### config.mk
export PLATFORM = sky130hd
export DESIGN_NAME = scancode_pressed_key_tracker_flat
export DESIGN_NICKNAME = d
export VERILOG_FILES = /design/src/hdl/sckt_pkg.sv /design/src/hdl/sckt_in_if.sv /design/src/hdl/sckt_out_if.sv /design/src/hdl/sckt_front.sv /design/src/hdl/sckt_queue.sv /design/src/hdl/sckt_back.sv /design/src/hdl/scancode_pressed_key_tracker.sv /design/src/flat_wrapper.sv
export SDC_FILE = /design/constraint.sdc
export NUM_CORES = 1
export LEC_CHECK = 0
export BUFFER_PORTS_ARGS = -buffer_cell sky130_fd_sc_hd__buf_2
export CORE_ASPECT_RATIO = 1.2
export CORE_UTILIZATION = 55
export CTS_CLUSTER_SIZE = 16
export DETAILED_ROUTE_END_ITERATION = 6
export PLACE_DENSITY = 0.8
export SLEW_MARGIN = 30
export SYNTH_ARGS = -nofsm -noshare
export SYNTH_HDL_FRONTEND = slang
export SYNTH_SLANG_ARGS = --single-unit
### constraint.sdc
create_clock -name clk_i -period 3 [get_ports clk_i]
set_input_delay 0.45 -clock clk_i [delete_from_list [all_inputs] [get_ports clk_i]]
set_output_delay 0.45 -clock clk_i [all_outputs]
set_load 0.02 [all_outputs]
### src/hdl/sckt_pkg.sv
// Shared types and constants of the scan-code pressed-key tracker.
package sckt_pkg;

  localparam int unsigned TableDepth = 4;
  localparam int unsigned KeyW = 16;
  localparam int unsigned ByteW = 8;
  localparam int unsigned CountW = $clog2(TableDepth + 1);
  localparam int unsigned IdxW = $clog2(TableDepth);
  localparam int unsigned QueueDepthDefault = 2;

  localparam logic [ByteW-1:0] PrefixByte = 8'hE0;
  localparam logic [ByteW-1:0] ReleaseBit = 8'h80;

  typedef struct packed {
    logic            release_key;
    logic [KeyW-1:0] key;
  } cmd_t;

  typedef struct packed {
    logic full;
    logic empty;
  } queue_status_t;

endpackage

### src/hdl/sckt_in_if.sv
// Input channel carrying one raw scan-code byte per item.
interface sckt_in_if;
  import sckt_pkg::*;

  logic             valid;
  logic             ready;
  logic [ByteW-1:0] code_byte;

  modport source (output valid, output code_byte, input ready);
  modport sink (input valid, input code_byte, output ready);

endinterface

### src/hdl/sckt_out_if.sv
// Output channel carrying the held-key table and its count per item.
interface sckt_out_if;
  import sckt_pkg::*;

  logic              valid;
  logic              ready;
  logic [CountW-1:0] key_count;
  logic [KeyW-1:0]   held_key_a;
  logic [KeyW-1:0]   held_key_b;
  logic [KeyW-1:0]   held_key_c;
  logic [KeyW-1:0]   held_key_d;

  modport source (output valid, output key_count, output held_key_a, output held_key_b,
                  output held_key_c, output held_key_d, input ready);
  modport sink (input valid, input key_count, input held_key_a, input held_key_b,
                input held_key_c, input held_key_d, output ready);

endinterface

### src/hdl/sckt_front.sv
// Front end: accepts scan-code bytes, merges the prefix and classifies press or release.
module sckt_front (
  input  logic                   clk_i,
  input  logic                   rst_ni,
  sckt_in_if.sink                in_i,
  input  sckt_pkg::queue_status_t status_i,
  output logic                   push_o,
  output sckt_pkg::cmd_t         push_cmd_o
);
  import sckt_pkg::*;

  logic             prefix_q, prefix_d;
  logic             accept;
  logic             is_prefix;
  logic [ByteW-1:0] high_byte;

  assign in_i.ready = !status_i.full;
  assign accept     = in_i.valid && in_i.ready;
  assign is_prefix  = !prefix_q && (in_i.code_byte == PrefixByte);
  assign high_byte  = prefix_q ? PrefixByte : '0;

  always_comb begin
    push_cmd_o.release_key = in_i.code_byte > ReleaseBit;
    if (push_cmd_o.release_key) begin
      push_cmd_o.key = {high_byte, in_i.code_byte - ReleaseBit};
    end else begin
      push_cmd_o.key = {high_byte, in_i.code_byte};
    end
  end

  assign push_o = accept && !is_prefix;

  always_comb begin
    prefix_d = prefix_q;
    if (accept) begin
      prefix_d = is_prefix;
    end
  end

  always_ff @(posedge clk_i or negedge rst_ni) begin
    if (!rst_ni) begin
      prefix_q <= 1'b0;
    end else begin
      prefix_q <= prefix_d;
    end
  end

endmodule

### src/hdl/sckt_queue.sv
// Short command queue between the front end and the table engine.
module sckt_queue #(
  parameter int unsigned QueueDepth = sckt_pkg::QueueDepthDefault
) (
  input  logic                    clk_i,
  input  logic                    rst_ni,
  input  logic                    push_i,
  input  sckt_pkg::cmd_t          push_cmd_i,
  input  logic                    pop_i,
  output sckt_pkg::cmd_t          pop_cmd_o,
  output sckt_pkg::queue_status_t status_o
);
  import sckt_pkg::*;

  localparam int unsigned PtrW = (QueueDepth > 1) ? $clog2(QueueDepth) : 1;
  localparam int unsigned FillW = $clog2(QueueDepth + 1);
  localparam logic [PtrW-1:0] LastPtr = PtrW'(QueueDepth - 1);
  localparam logic [FillW-1:0] FullFill = FillW'(QueueDepth);

  cmd_t             entry_q [QueueDepth];
  logic [PtrW-1:0]  wr_ptr_q, wr_ptr_d;
  logic [PtrW-1:0]  rd_ptr_q, rd_ptr_d;
  logic [FillW-1:0] fill_q, fill_d;
  logic             do_push, do_pop;

  assign status_o.full  = fill_q == FullFill;
  assign status_o.empty = fill_q == '0;
  assign do_push = push_i && !status_o.full;
  assign do_pop  = pop_i && !status_o.empty;
  assign pop_cmd_o = entry_q[rd_ptr_q];

  always_comb begin
    wr_ptr_d = wr_ptr_q;
    rd_ptr_d = rd_ptr_q;
    fill_d   = fill_q;
    if (do_push) begin
      wr_ptr_d = (wr_ptr_q == LastPtr) ? '0 : wr_ptr_q + 1'b1;
    end
    if (do_pop) begin
      rd_ptr_d = (rd_ptr_q == LastPtr) ? '0 : rd_ptr_q + 1'b1;
    end
    if (do_push && !do_pop) begin
      fill_d = fill_q + 1'b1;
    end else if (do_pop && !do_push) begin
      fill_d = fill_q - 1'b1;
    end
  end

  always_ff @(posedge clk_i or negedge rst_ni) begin
    if (!rst_ni) begin
      wr_ptr_q <= '0;
      rd_ptr_q <= '0;
      fill_q   <= '0;
    end else begin
      wr_ptr_q <= wr_ptr_d;
      rd_ptr_q <= rd_ptr_d;
      fill_q   <= fill_d;
    end
  end

  always_ff @(posedge clk_i) begin
    if (do_push) begin
      entry_q[wr_ptr_q] <= push_cmd_i;
    end
  end

endmodule

### src/hdl/sckt_back.sv
// Table engine: applies press and release commands to the held-key table and reports it.
module sckt_back (
  input  logic                    clk_i,
  input  logic                    rst_ni,
  input  sckt_pkg::queue_status_t status_i,
  input  sckt_pkg::cmd_t          pop_cmd_i,
  output logic                    pop_o,
  sckt_out_if.source              out_o
);
  import sckt_pkg::*;

  localparam logic [1:0] StIdle = 2'd0;
  localparam logic [1:0] StExec = 2'd1;
  localparam logic [1:0] StOut  = 2'd2;
  localparam logic [CountW-1:0] FullCount = CountW'(TableDepth);

  logic [1:0]        state_q, state_d;
  cmd_t              cmd_q;
  logic [KeyW-1:0]   table_q [TableDepth];
  logic [KeyW-1:0]   table_d [TableDepth];
  logic [CountW-1:0] count_q, count_d;
  logic              hit;
  logic [IdxW-1:0]   hit_idx;
  logic              emit;

  assign pop_o = (state_q == StIdle) && !status_i.empty;

  always_comb begin
    hit     = 1'b0;
    hit_idx = '0;
    for (int k = TableDepth - 1; k >= 0; k--) begin
      if ((CountW'(k) < count_q) && (table_q[k] == cmd_q.key)) begin
        hit     = 1'b1;
        hit_idx = IdxW'(k);
      end
    end
  end

  always_comb begin
    table_d = table_q;
    count_d = count_q;
    emit    = 1'b0;
    if (state_q == StExec) begin
      if (cmd_q.release_key) begin
        emit = 1'b1;
        if (hit) begin
          for (int k = 0; k < TableDepth - 1; k++) begin
            if (IdxW'(k) >= hit_idx) begin
              table_d[k] = table_q[k+1];
            end
          end
          table_d[TableDepth-1] = '0;
          count_d = count_q - 1'b1;
        end
      end else if (count_q < FullCount) begin
        emit = 1'b1;
        if (!hit) begin
          table_d[count_q[IdxW-1:0]] = cmd_q.key;
          count_d = count_q + 1'b1;
        end
      end
    end
  end

  always_comb begin
    state_d = state_q;
    unique case (state_q)
      StIdle: begin
        if (pop_o) begin
          state_d = StExec;
        end
      end
      StExec: begin
        state_d = emit ? StOut : StIdle;
      end
      StOut: begin
        if (out_o.ready) begin
          state_d = StIdle;
        end
      end
      default: begin
        state_d = StIdle;
      end
    endcase
  end

  always_ff @(posedge clk_i or negedge rst_ni) begin
    if (!rst_ni) begin
      state_q <= StIdle;
      count_q <= '0;
      for (int k = 0; k < TableDepth; k++) begin
        table_q[k] <= '0;
      end
    end else begin
      state_q <= state_d;
      count_q <= count_d;
      table_q <= table_d;
    end
  end

  always_ff @(posedge clk_i) begin
    if (pop_o) begin
      cmd_q <= pop_cmd_i;
    end
  end

  assign out_o.valid      = state_q == StOut;
  assign out_o.key_count  = count_q;
  assign out_o.held_key_a = table_q[0];
  assign out_o.held_key_b = table_q[1];
  assign out_o.held_key_c = table_q[2];
  assign out_o.held_key_d = table_q[3];

`ifndef SYNTHESIS
  assert property (@(posedge clk_i) disable iff (!rst_ni) count_q <= FullCount)
    else $error("Held-key count exceeds the table depth.");

  assert property (@(posedge clk_i) disable iff (!rst_ni)
    (count_q < FullCount) |-> (table_q[TableDepth-1] == '0))
    else $error("Unused table slot is not zero.");

  assert property (@(posedge clk_i) disable iff (!rst_ni)
    (state_q == StOut && !out_o.ready) |=> ($stable(count_q) && $stable(table_q[0])))
    else $error("Table changed while a result was waiting.");

  assert property (@(posedge clk_i) disable iff (!rst_ni)
    (state_q == StExec && cmd_q.release_key) |=> (count_q <= $past(count_q)))
    else $error("A release increased the held-key count.");
`endif

endmodule

### src/hdl/scancode_pressed_key_tracker.sv
// An accepted non-prefix byte is queued, loaded into the engine, applied to the table and shown.
// The table engine takes a new code only from idle and steps through fetch, update and send.
// A prefix byte only sets the front end flag; a press to a full table is dropped without a result.
// The command queue lets bytes be accepted while a result waits to be taken.
// Reset clears the prefix flag, the queue, the table and the count; no item is shown after it.
module scancode_pressed_key_tracker #(
  parameter int unsigned QueueDepth = sckt_pkg::QueueDepthDefault
) (
  input logic        clk_i,
  input logic        rst_ni,
  sckt_in_if.sink    in_i,
  sckt_out_if.source out_o
);
  import sckt_pkg::*;

  logic          push;
  cmd_t          push_cmd;
  logic          pop;
  cmd_t          pop_cmd;
  queue_status_t status;

  sckt_front u_front (
    .clk_i      (clk_i),
    .rst_ni     (rst_ni),
    .in_i       (in_i),
    .status_i   (status),
    .push_o     (push),
    .push_cmd_o (push_cmd)
  );

  sckt_queue #(
    .QueueDepth (QueueDepth)
  ) u_queue (
    .clk_i      (clk_i),
    .rst_ni     (rst_ni),
    .push_i     (push),
    .push_cmd_i (push_cmd),
    .pop_i      (pop),
    .pop_cmd_o  (pop_cmd),
    .status_o   (status)
  );

  sckt_back u_back (
    .clk_i     (clk_i),
    .rst_ni    (rst_ni),
    .status_i  (status),
    .pop_cmd_i (pop_cmd),
    .pop_o     (pop),
    .out_o     (out_o)
  );

endmodule
### src/flat_wrapper.sv
// flat-port wrapper written by rule: the top's interface ports become plain ports
module scancode_pressed_key_tracker_flat import sckt_pkg::*;
#(
  parameter int unsigned QueueDepth = sckt_pkg::QueueDepthDefault
)
  (clk_i, rst_ni, in_i_valid, in_i_code_byte, in_i_ready, out_o_valid, out_o_key_count, out_o_held_key_a, out_o_held_key_b, out_o_held_key_c, out_o_held_key_d, out_o_ready);
  sckt_in_if in_i_i ();
  sckt_out_if out_o_i ();
  input logic clk_i;
  input logic rst_ni;
  input wire logic [$bits(in_i_i.valid)-1:0] in_i_valid;
  input wire logic [$bits(in_i_i.code_byte)-1:0] in_i_code_byte;
  output wire logic [$bits(in_i_i.ready)-1:0] in_i_ready;
  output wire logic [$bits(out_o_i.valid)-1:0] out_o_valid;
  output wire logic [$bits(out_o_i.key_count)-1:0] out_o_key_count;
  output wire logic [$bits(out_o_i.held_key_a)-1:0] out_o_held_key_a;
  output wire logic [$bits(out_o_i.held_key_b)-1:0] out_o_held_key_b;
  output wire logic [$bits(out_o_i.held_key_c)-1:0] out_o_held_key_c;
  output wire logic [$bits(out_o_i.held_key_d)-1:0] out_o_held_key_d;
  input wire logic [$bits(out_o_i.ready)-1:0] out_o_ready;
  assign in_i_i.valid = in_i_valid;
  assign in_i_i.code_byte = in_i_code_byte;
  assign in_i_ready = in_i_i.ready;
  assign out_o_valid = out_o_i.valid;
  assign out_o_key_count = out_o_i.key_count;
  assign out_o_held_key_a = out_o_i.held_key_a;
  assign out_o_held_key_b = out_o_i.held_key_b;
  assign out_o_held_key_c = out_o_i.held_key_c;
  assign out_o_held_key_d = out_o_i.held_key_d;
  assign out_o_i.ready = out_o_ready;
  scancode_pressed_key_tracker #(.QueueDepth(QueueDepth)) u_core (.clk_i(clk_i), .rst_ni(rst_ni), .in_i(in_i_i), .out_o(out_o_i));
endmodule
==> results of run 1 <==
cell type report:
| type | instances | share of cell area |
|---|---|---|
| flip-flops and latches | 76 | 0.445 |
| multi-input cells | 235 | 0.385 |
| well taps | 90 | 0.0244 |
| inverters | 15 | 0.0122 |
| clock buffers | 11 | 0.0285 |
| repair buffers | 71 | 0.0835 |
| clock inverters | 4 | 0.0214 |
power by group through the flow:
| stage | combinational [mW] | clock (mW) | sequential, mW |
|---|---|---|---|
| 3_5_place_dp | 2.54 | 0 | 2.11 |
| 6_report | 2.56 | 0.929 | 2.09 |
| 2_1_floorplan | 1.80 | 0 | 2.16 |
| 5_1_grt | 2.79 | 0.976 | 2.16 |
| 4_1_cts | 2.55 | 0.934 | 2.09 |
| 3_3_place_gp | 2.49 | 0 | 2.08 |
worst paths after layout:
path	startpoint	to	slack [ns]	cells past startpoint
setup / recovery	u_core.u_back.out_o.key_count[1]$_DFFE_PN0P_	u_core.u_back.out_o.held_key_a[5]$_DFFE_PN0P_	0.20	9
hold / removal	rst_ni	u_core.u_back.out_o.held_key_b[1]$_DFFE_PN0P_	0.09	1
setup reg to reg	u_core.u_back.out_o.key_count[1]$_DFFE_PN0P_	u_core.u_back.out_o.held_key_a[5]$_DFFE_PN0P_	0.20	9
hold reg to reg	u_core.u_queue.fill_q[1]$_DFFE_PN0P_	u_core.u_queue.fill_q[1]$_DFFE_PN0P_	0.49	1
max in group asynchronous	rst_ni	u_core.u_queue.wr_ptr_q$_DFFE_PN0P_	2.49	1
min in group clk_i	in_i_code_byte[2]	u_core.u_queue.entry_q[1][2]$_DFFE_PP_	0.31	1
what timing repair did:
item                                   4_1_cts  5_1_grt
endpoints found under the hold margin        0        0
gates resized for setup                      0        2
setup endpoints to repair                    0       18
state kept, by name, indices dropped and copies added (netlist names):
register and flops:
u_core.u_back.out_o.held_key_d 9, u_core.u_back.out_o.held_key_c 9, u_core.u_queue.entry_q 20, u_core.u_back.state_q 2, u_core.u_back.cmd_q 10, u_core.u_queue.fill_q 2, u_core.u_queue.wr_ptr_q 1, u_core.u_back.out_o.key_count 3
u_core.u_back.out_o.held_key_a 9, u_core.u_queue.rd_ptr_q 1, u_core.u_back.out_o.held_key_b 9, u_core.u_front.prefix_q 1
layer usage:
| layer | up-vias | wire length, um | track usage |
|---|---|---|---|
| met1 | 1399 | 3490 | 0.304 |
| met2 | 146 | 4510 | 0.390 |
| met5 | - | 0 | 0 |
| met3 | 27 | 571 | 0.0632 |
| met4 | 0 | 263 | 0.114 |
| li1 | 1356 | - | - |
cells in the mapped netlist (all sizes together), types with 2 or more instances:
master / count
xnor2: 12
xor2: 30
o31ai: 3
edfxtp: 30
a22oi: 9
nand2: 8
o221a: 9
o21ai: 19
inv: 15
nor4: 6
o22ai: 3
a21oi: 9
buf: 44
clkbuf: 6
nand4: 6
mux2: 19
or3: 10
a222oi: 5
nor2: 12
nor2b: 5
and3: 3
o2bb2ai: 9
ha: 5
a22o: 4
dfrtp: 46
a31oi: 3
nand2b: 2
nand3: 7
nor3: 6
cells by family after synthesis:
kind of cell | share of synthesized area
AOI/OAI and AO/OA | 0.149
xor gates and xnor gates | 0.0889
adders and majority gates | 0.0151
buffers and inverters | 0.0940
DFF | 0.496
muxes | 0.0623
other | 0.000906
and+or+nand+nor | 0.0940
critical path, cell delays in order, from the launching register on:
cell	delay, ns
dfrtp_1	0.46
inv_1	0.16
ha_1	0.31
nor2b_1	0.20
nor4_1	0.08
nand3_1	0.20
nand4_2	0.17
o31ai_4	0.47
o211ai_4	0.27
mux2_4	0.36
==> results by group, run 1 <==
Routing
  • WL per Instance: 17.6 um
  • DRT iter0 DRCs: about 300
  • Initial DRT Pass Iterations: 5
  • WL final: 8830 um
  • Detailed-route via count: between 2,000 and 3,000
  • ANT nets after route: 0
  • Vias/cell: 5.83
  • DRC: 0

Placement
  • Dpl hpwl: 6500 um
  • Post-Place Worst Slack: just over 0.2 ns
  • Port bufs: 60
  • DP Cell Count: just under 500
  • Placed inst area: 0.00438 sq mm
  • Routability cong.: 0.930

Power
  • Switching power total: 2.38 mW
  • Int Power: about 3.2 mW
  • Cell leakage power: approximately 2 nW
  • VDD IR max: roughly 0.72 mV
  • Combinational Power Share: 0.459
  • Tot Pwr: around 5.6 mW
  • Flop pwr share: 0.375
  • Power Density: 1210 mW/mm^2
  • Clock share of power: 0.166
  • Switching share of power: 0.427

Timing
  • Rel. slew slack: 0.418
  • Post-route setup slack: 0.203 ns
  • Fin crit period: between 2 and 3 ns
  • Setup Viol. Count Final: 0
  • Worst slew pin tran: roughly 0.87 ns
  • Max Fclk: 0.358 GHz
  • RSZ-0062 raised after global routing: no
  • TNS Setup: 0 ns
  • Fin. max-slew vios: 0
  • Hold WS: approximately 0.095 ns
  • Clock skew: between 0.01 and 0.015 ns
  • Post-route clock period utilization: 0.932
  • Hold Fails Final Rpt: 0

Clocking
  • Clk buf depth: 2
  • CTS tree: yes
  • Num CTS Buffers: 9
  • CTS H-tree lvls: 3
  • Worst-path clk slew: about 0.08 ns
  • Cts hold-fix bufs: 0
  • Skew-Pair Late Insertion Delay: between 0.3 and 0.4 ns
  • Clock root cell: clkbuf_8
  • Clock sink count: 76
  • Postcts setup bufs: 0

Final layout
  • Area growth syn-to-layout: 11.5%
  • Commonest non-fill, non-tap cell in the layout: buf_2
  • Final design utilization: 0.634
  • Footprint of the multi-input gates: 0.00178 sq mm
  • Final Non-Filler Cells: ~500
  • Share of post-route cells with drive strength above 1: 0.291
  • Design area: approximately 0.0046 sq mm
  • FF/Latch Area: 0.00205 sq mm
  • Ant diodes: 0
  • Most frequent cells in the layout: buf_2 (59), dfrtp_1 (46), xor2_1 (30), edfxtp_1 (30), conb_1 (20)
  • Fill cell count: 559
  • Final #Nets: 425

Synth
  • Async S/R FF share, synth: 0.605
  • Synth top area share: 0.278
  • Post-synthesis cell area: roughly 0.0041 sq mm
  • Syn avg cell area: 11.6 sq um
  • Area contributors post-synth: dfrtp_1 (28%), edfxtp_1 (22%), xor2_1 (6.3%)
  • Most used DFF post-synth: dfrtp_1
  • Yosys warns: 0
  • #FFs+latches synth: between 70 and 80
  • Cells after Synth: 357
  • Yosys cell types: 50
  • Cell accounting for the most synthesized area: dfrtp_1
  • Post-synth EDFFs: 30
  • Post-synthesis sequential area ratio: 0.496

Global route
  • GRT Residual Overflow: 0
  • Antenna violations before repair: 0
  • Largest net degree at the start of global routing: 47
  • First-pass GRT wire length: 14,300 um
  • GRT Total Usage: 0.244
  • Vias in the first global route: 2,846

Floorplan
  • Starting density of the core: 0.569
  • Core area: 0.00727 sq mm
  • Die W: about 81 um
  • # rows: 34
  • Chip Height: 97.0 um
  • Io pins: 81
  • Die Area: 0.00788 sq mm

Critical path
  • Crit Path Category: flop to flop
  • Arrival time worst endpoint: 3.04 ns
  • Crit-path max FO: 11
  • CP Launch Type: flop
  • Required @ worst endpoint: 3.24 ns
  • Crit end category: flop

Job
  • Max-Cap Viols: 0

Worst hold path
  • Hold WC Path Type: input port to async pin

Outcome
  • Status: complete, no violations
Power figures use the tool's default switching activity.
==> inputs of run 2 (changes only) <==
Settings changed: REMOVE_ABC_BUFFERS set to 1.
==> run 2 against run 1 <==
Clock skew decreased by 0.0040 ns. Sequential power increased by 4%. Count of clock-buffer cells in the layout unchanged. Cell area decreased by 1.4%. Power decreased by 4.0%. Cell count increased by 0.40%. Register-to-register slack improved by 0.09 ns. Combinational power decreased by 3%. Largest cell class unchanged.
==> results by group, run 2 (synthesis results as in run 1) <==
Placement
  • Port bufs: 60
  • Routability cong.: 0.968
  • Placed inst area: 0.00436 sq mm
  • Dpl hpwl: 6600 um

Clocking
  • Clock root cell: clkbuf_8
  • CTS H-tree lvls: 3
  • Skew-Pair Late Insertion Delay: approximately 0.35 ns
  • Clk buf depth: 2
  • CTS tree: yes
  • Num CTS Buffers: 9
  • Worst-path clk slew: 0.08 ns
  • Clock sink count: 76

Routing
  • DRC: 0
  • WL final: 9150 um
  • Initial DRT Pass Iterations: 5
  • Vias/cell: between 5 and 6
  • WL per Instance: ~18 um
  • DRT iter0 DRCs: 311
  • ANT nets after route: 0
  • Detailed-route via count: 2,982

Global route
  • Antenna violations before repair: 0
  • First-pass GRT wire length: 14,800 um
  • GRT Residual Overflow: 0
  • GRT Total Usage: 0.254
  • Vias in the first global route: 2,920
  • Largest net degree at the start of global routing: 47

Critical path
  • Delay-heaviest family, CP: simple AND/OR/NAND/NOR gates
  • CP Cell Sequence: xor2_1 > nor4_1 > nand4_1 > and3_2 > and3_1 > o21ai_2 > o2bb2ai_1
  • CP Launch Type: flop
  • Crit Path Category: flop to flop
  • Max incr delay on CP: 0.59 ns
  • Crit end category: flop
  • CP max-delay cell: edfxtp_1
  • Arrival time worst endpoint: around 3.0 ns
  • Crit-path max FO: 12
  • Required @ worst endpoint: 3.27 ns
  • Worst path buffer plus inverter count: 0

Outcome
  • Status: complete, no violations

Timing
  • RSZ-0062 raised after global routing: no
  • TNS Setup: 0 ns
  • Worst slew pin tran: 0.837 ns
  • Hold WS: approximately 0.094 ns
  • Fin. max-slew vios: 0
  • Hold Fails Final Rpt: 0
  • Post-route clock period utilization: 0.904
  • Max Fclk: between 0.3 and 0.4 GHz
  • Fin crit period: around 2.7 ns
  • Rel. slew slack: 0.441
  • Setup Viol. Count Final: 0
  • Clock skew: 0.00717 ns

Floorplan
  • # rows: 34
  • Io pins: 81
  • Die Area: about 0.0079 sq mm
  • Starting density of the core: 0.569
  • Chip Height: 97.0 um
  • Die W: 81.2 um
  • Core area: between 0.007 and 0.008 sq mm

Final layout
  • Final design utilization: 0.626
  • Share of post-route cells with drive strength above 1: 0.295
  • Ant diodes: 0
  • Final #Nets: 426
  • Area growth syn-to-layout: 9.98%
  • Design area: 0.00455 sq mm
  • Most frequent cells in the layout: buf_2 (59), dfrtp_1 (46), xor2_1 (30), edfxtp_1 (30), conb_1 (20)
  • Commonest non-fill, non-tap cell in the layout: buf_2
  • Biggest register: u_core.u_queue.entry_q
  • Biggest regs: u_core.u_queue.entry_q x20, u_core.u_back.cmd_q x10
  • Max reg flops: 20

Power
  • Combinational Power Share: 0.466
  • Int Power: 2.95 mW
  • Switching share of power: 0.450
  • Flop pwr share: 0.405
  • Clock share of power: 0.129
  • VDD IR max: 0.781 mV
  • Cell leakage power: 1.95 nW
  • Switching power total: 2.41 mW
  • Power Density: 1180 mW/mm^2

Worst hold path
  • Hold WC Path Type: input port to async pin

Job
  • Max-Cap Viols: 0
## run 2: final timing paths
check	start	end	slack, ns	cells after the start
min in group clk_i	in_i_code_byte[4]	u_core.u_queue.entry_q[1][4]$_DFFE_PP_	0.29	1
hold reg to reg	u_core.u_queue.wr_ptr_q$_DFFE_PN0P_	u_core.u_queue.wr_ptr_q$_DFFE_PN0P_	0.50	1
max in group asynchronous	rst_ni	u_core.u_back.out_o.held_key_c[14]$_DFFE_PN0P_	2.49	1
setup / recovery	u_core.u_back.cmd_q[0]$_DFFE_PP_	u_core.u_back.out_o.held_key_d[5]$_DFFE_PN0P_	0.29	7
hold / removal	rst_ni	u_core.u_back.out_o.held_key_b[3]$_DFFE_PN0P_	0.09	1
setup reg to reg	u_core.u_back.cmd_q[0]$_DFFE_PP_	u_core.u_back.out_o.held_key_d[5]$_DFFE_PN0P_	0.29	7
## run 2: timing repair
| action | 4_1_cts | 5_1_grt |
|---|---|---|
| hold buffers | 0 | 0 |
| buffers inserted | 0 | 3 |
| setup endpoints to repair | 0 | 20 |
| resized for setup | 0 | 1 |
## run 2: power groups by stage
| stage | Combinational [mW] | Clock, mW | Sequential (mW) |
|---|---|---|---|
| 3_5_place_dp | 2.46 | 0 | 2.17 |
| 5_1_grt | 2.72 | 0.747 | 2.22 |
| 2_1_floorplan | 1.33 | 0 | 2.42 |
| 4_1_cts | 2.47 | 0.702 | 2.15 |
| 6_report | 2.49 | 0.694 | 2.17 |
| 3_3_place_gp | 2.42 | 0 | 2.14 |
## run 2: metal layers
| layer | vias up | global-route usage | part of all wire |
|---|---|---|---|
| met5 | - | 0 | 0 |
| met2 | 145 | 0.414 | 0.51 |
| met1 | 1449 | 0.308 | 0.40 |
| met4 | 0 | 0.110 | 0.023 |
| li1 | 1362 | - | - |
| met3 | 26 | 0.0698 | 0.066 |
## run 2: worst register-to-register path, cell delays in order, from the launching register on
cell and delay, ns:
edfxtp_1 0.59, xor2_1 0.24, nor4_1 0.41, nand4_1 0.22, and3_2 0.36, and3_1 0.25, o21ai_2 0.37, o2bb2ai_1 0.19
## run 2: stage by stage
| stage | cells | worst slack [ns] | power, mW |
|---|---|---|---|
| 2_1_floorplan | 326 | 0.249 | 3.75 |
| 3_3_place_gp | 485 | 0.303 | 4.56 |
| 3_5_place_dp | 485 | 0.247 | 4.63 |
| 4_1_cts | 501 | 0.240 | 5.33 |
| 5_1_grt | 504 | 0.0961 | 5.69 |
| 6_report | 504 | 0.289 | 5.36 |
## run 2: cell type report
| cell class | count | area [sq um] |
|---|---|---|
| Fill cell | 561 | 2720 |
| Sequential cell | 76 | 2050 |
| Multi-Input combinational cell | 235 | 1770 |
| Timing Repair Buffer | 72 | 393 |
| Clock buffer | 11 | 131 |
| Tap cell | 90 | 113 |
| Inverter | 15 | 56.3 |
| Clock inverter | 5 | 36.3 |
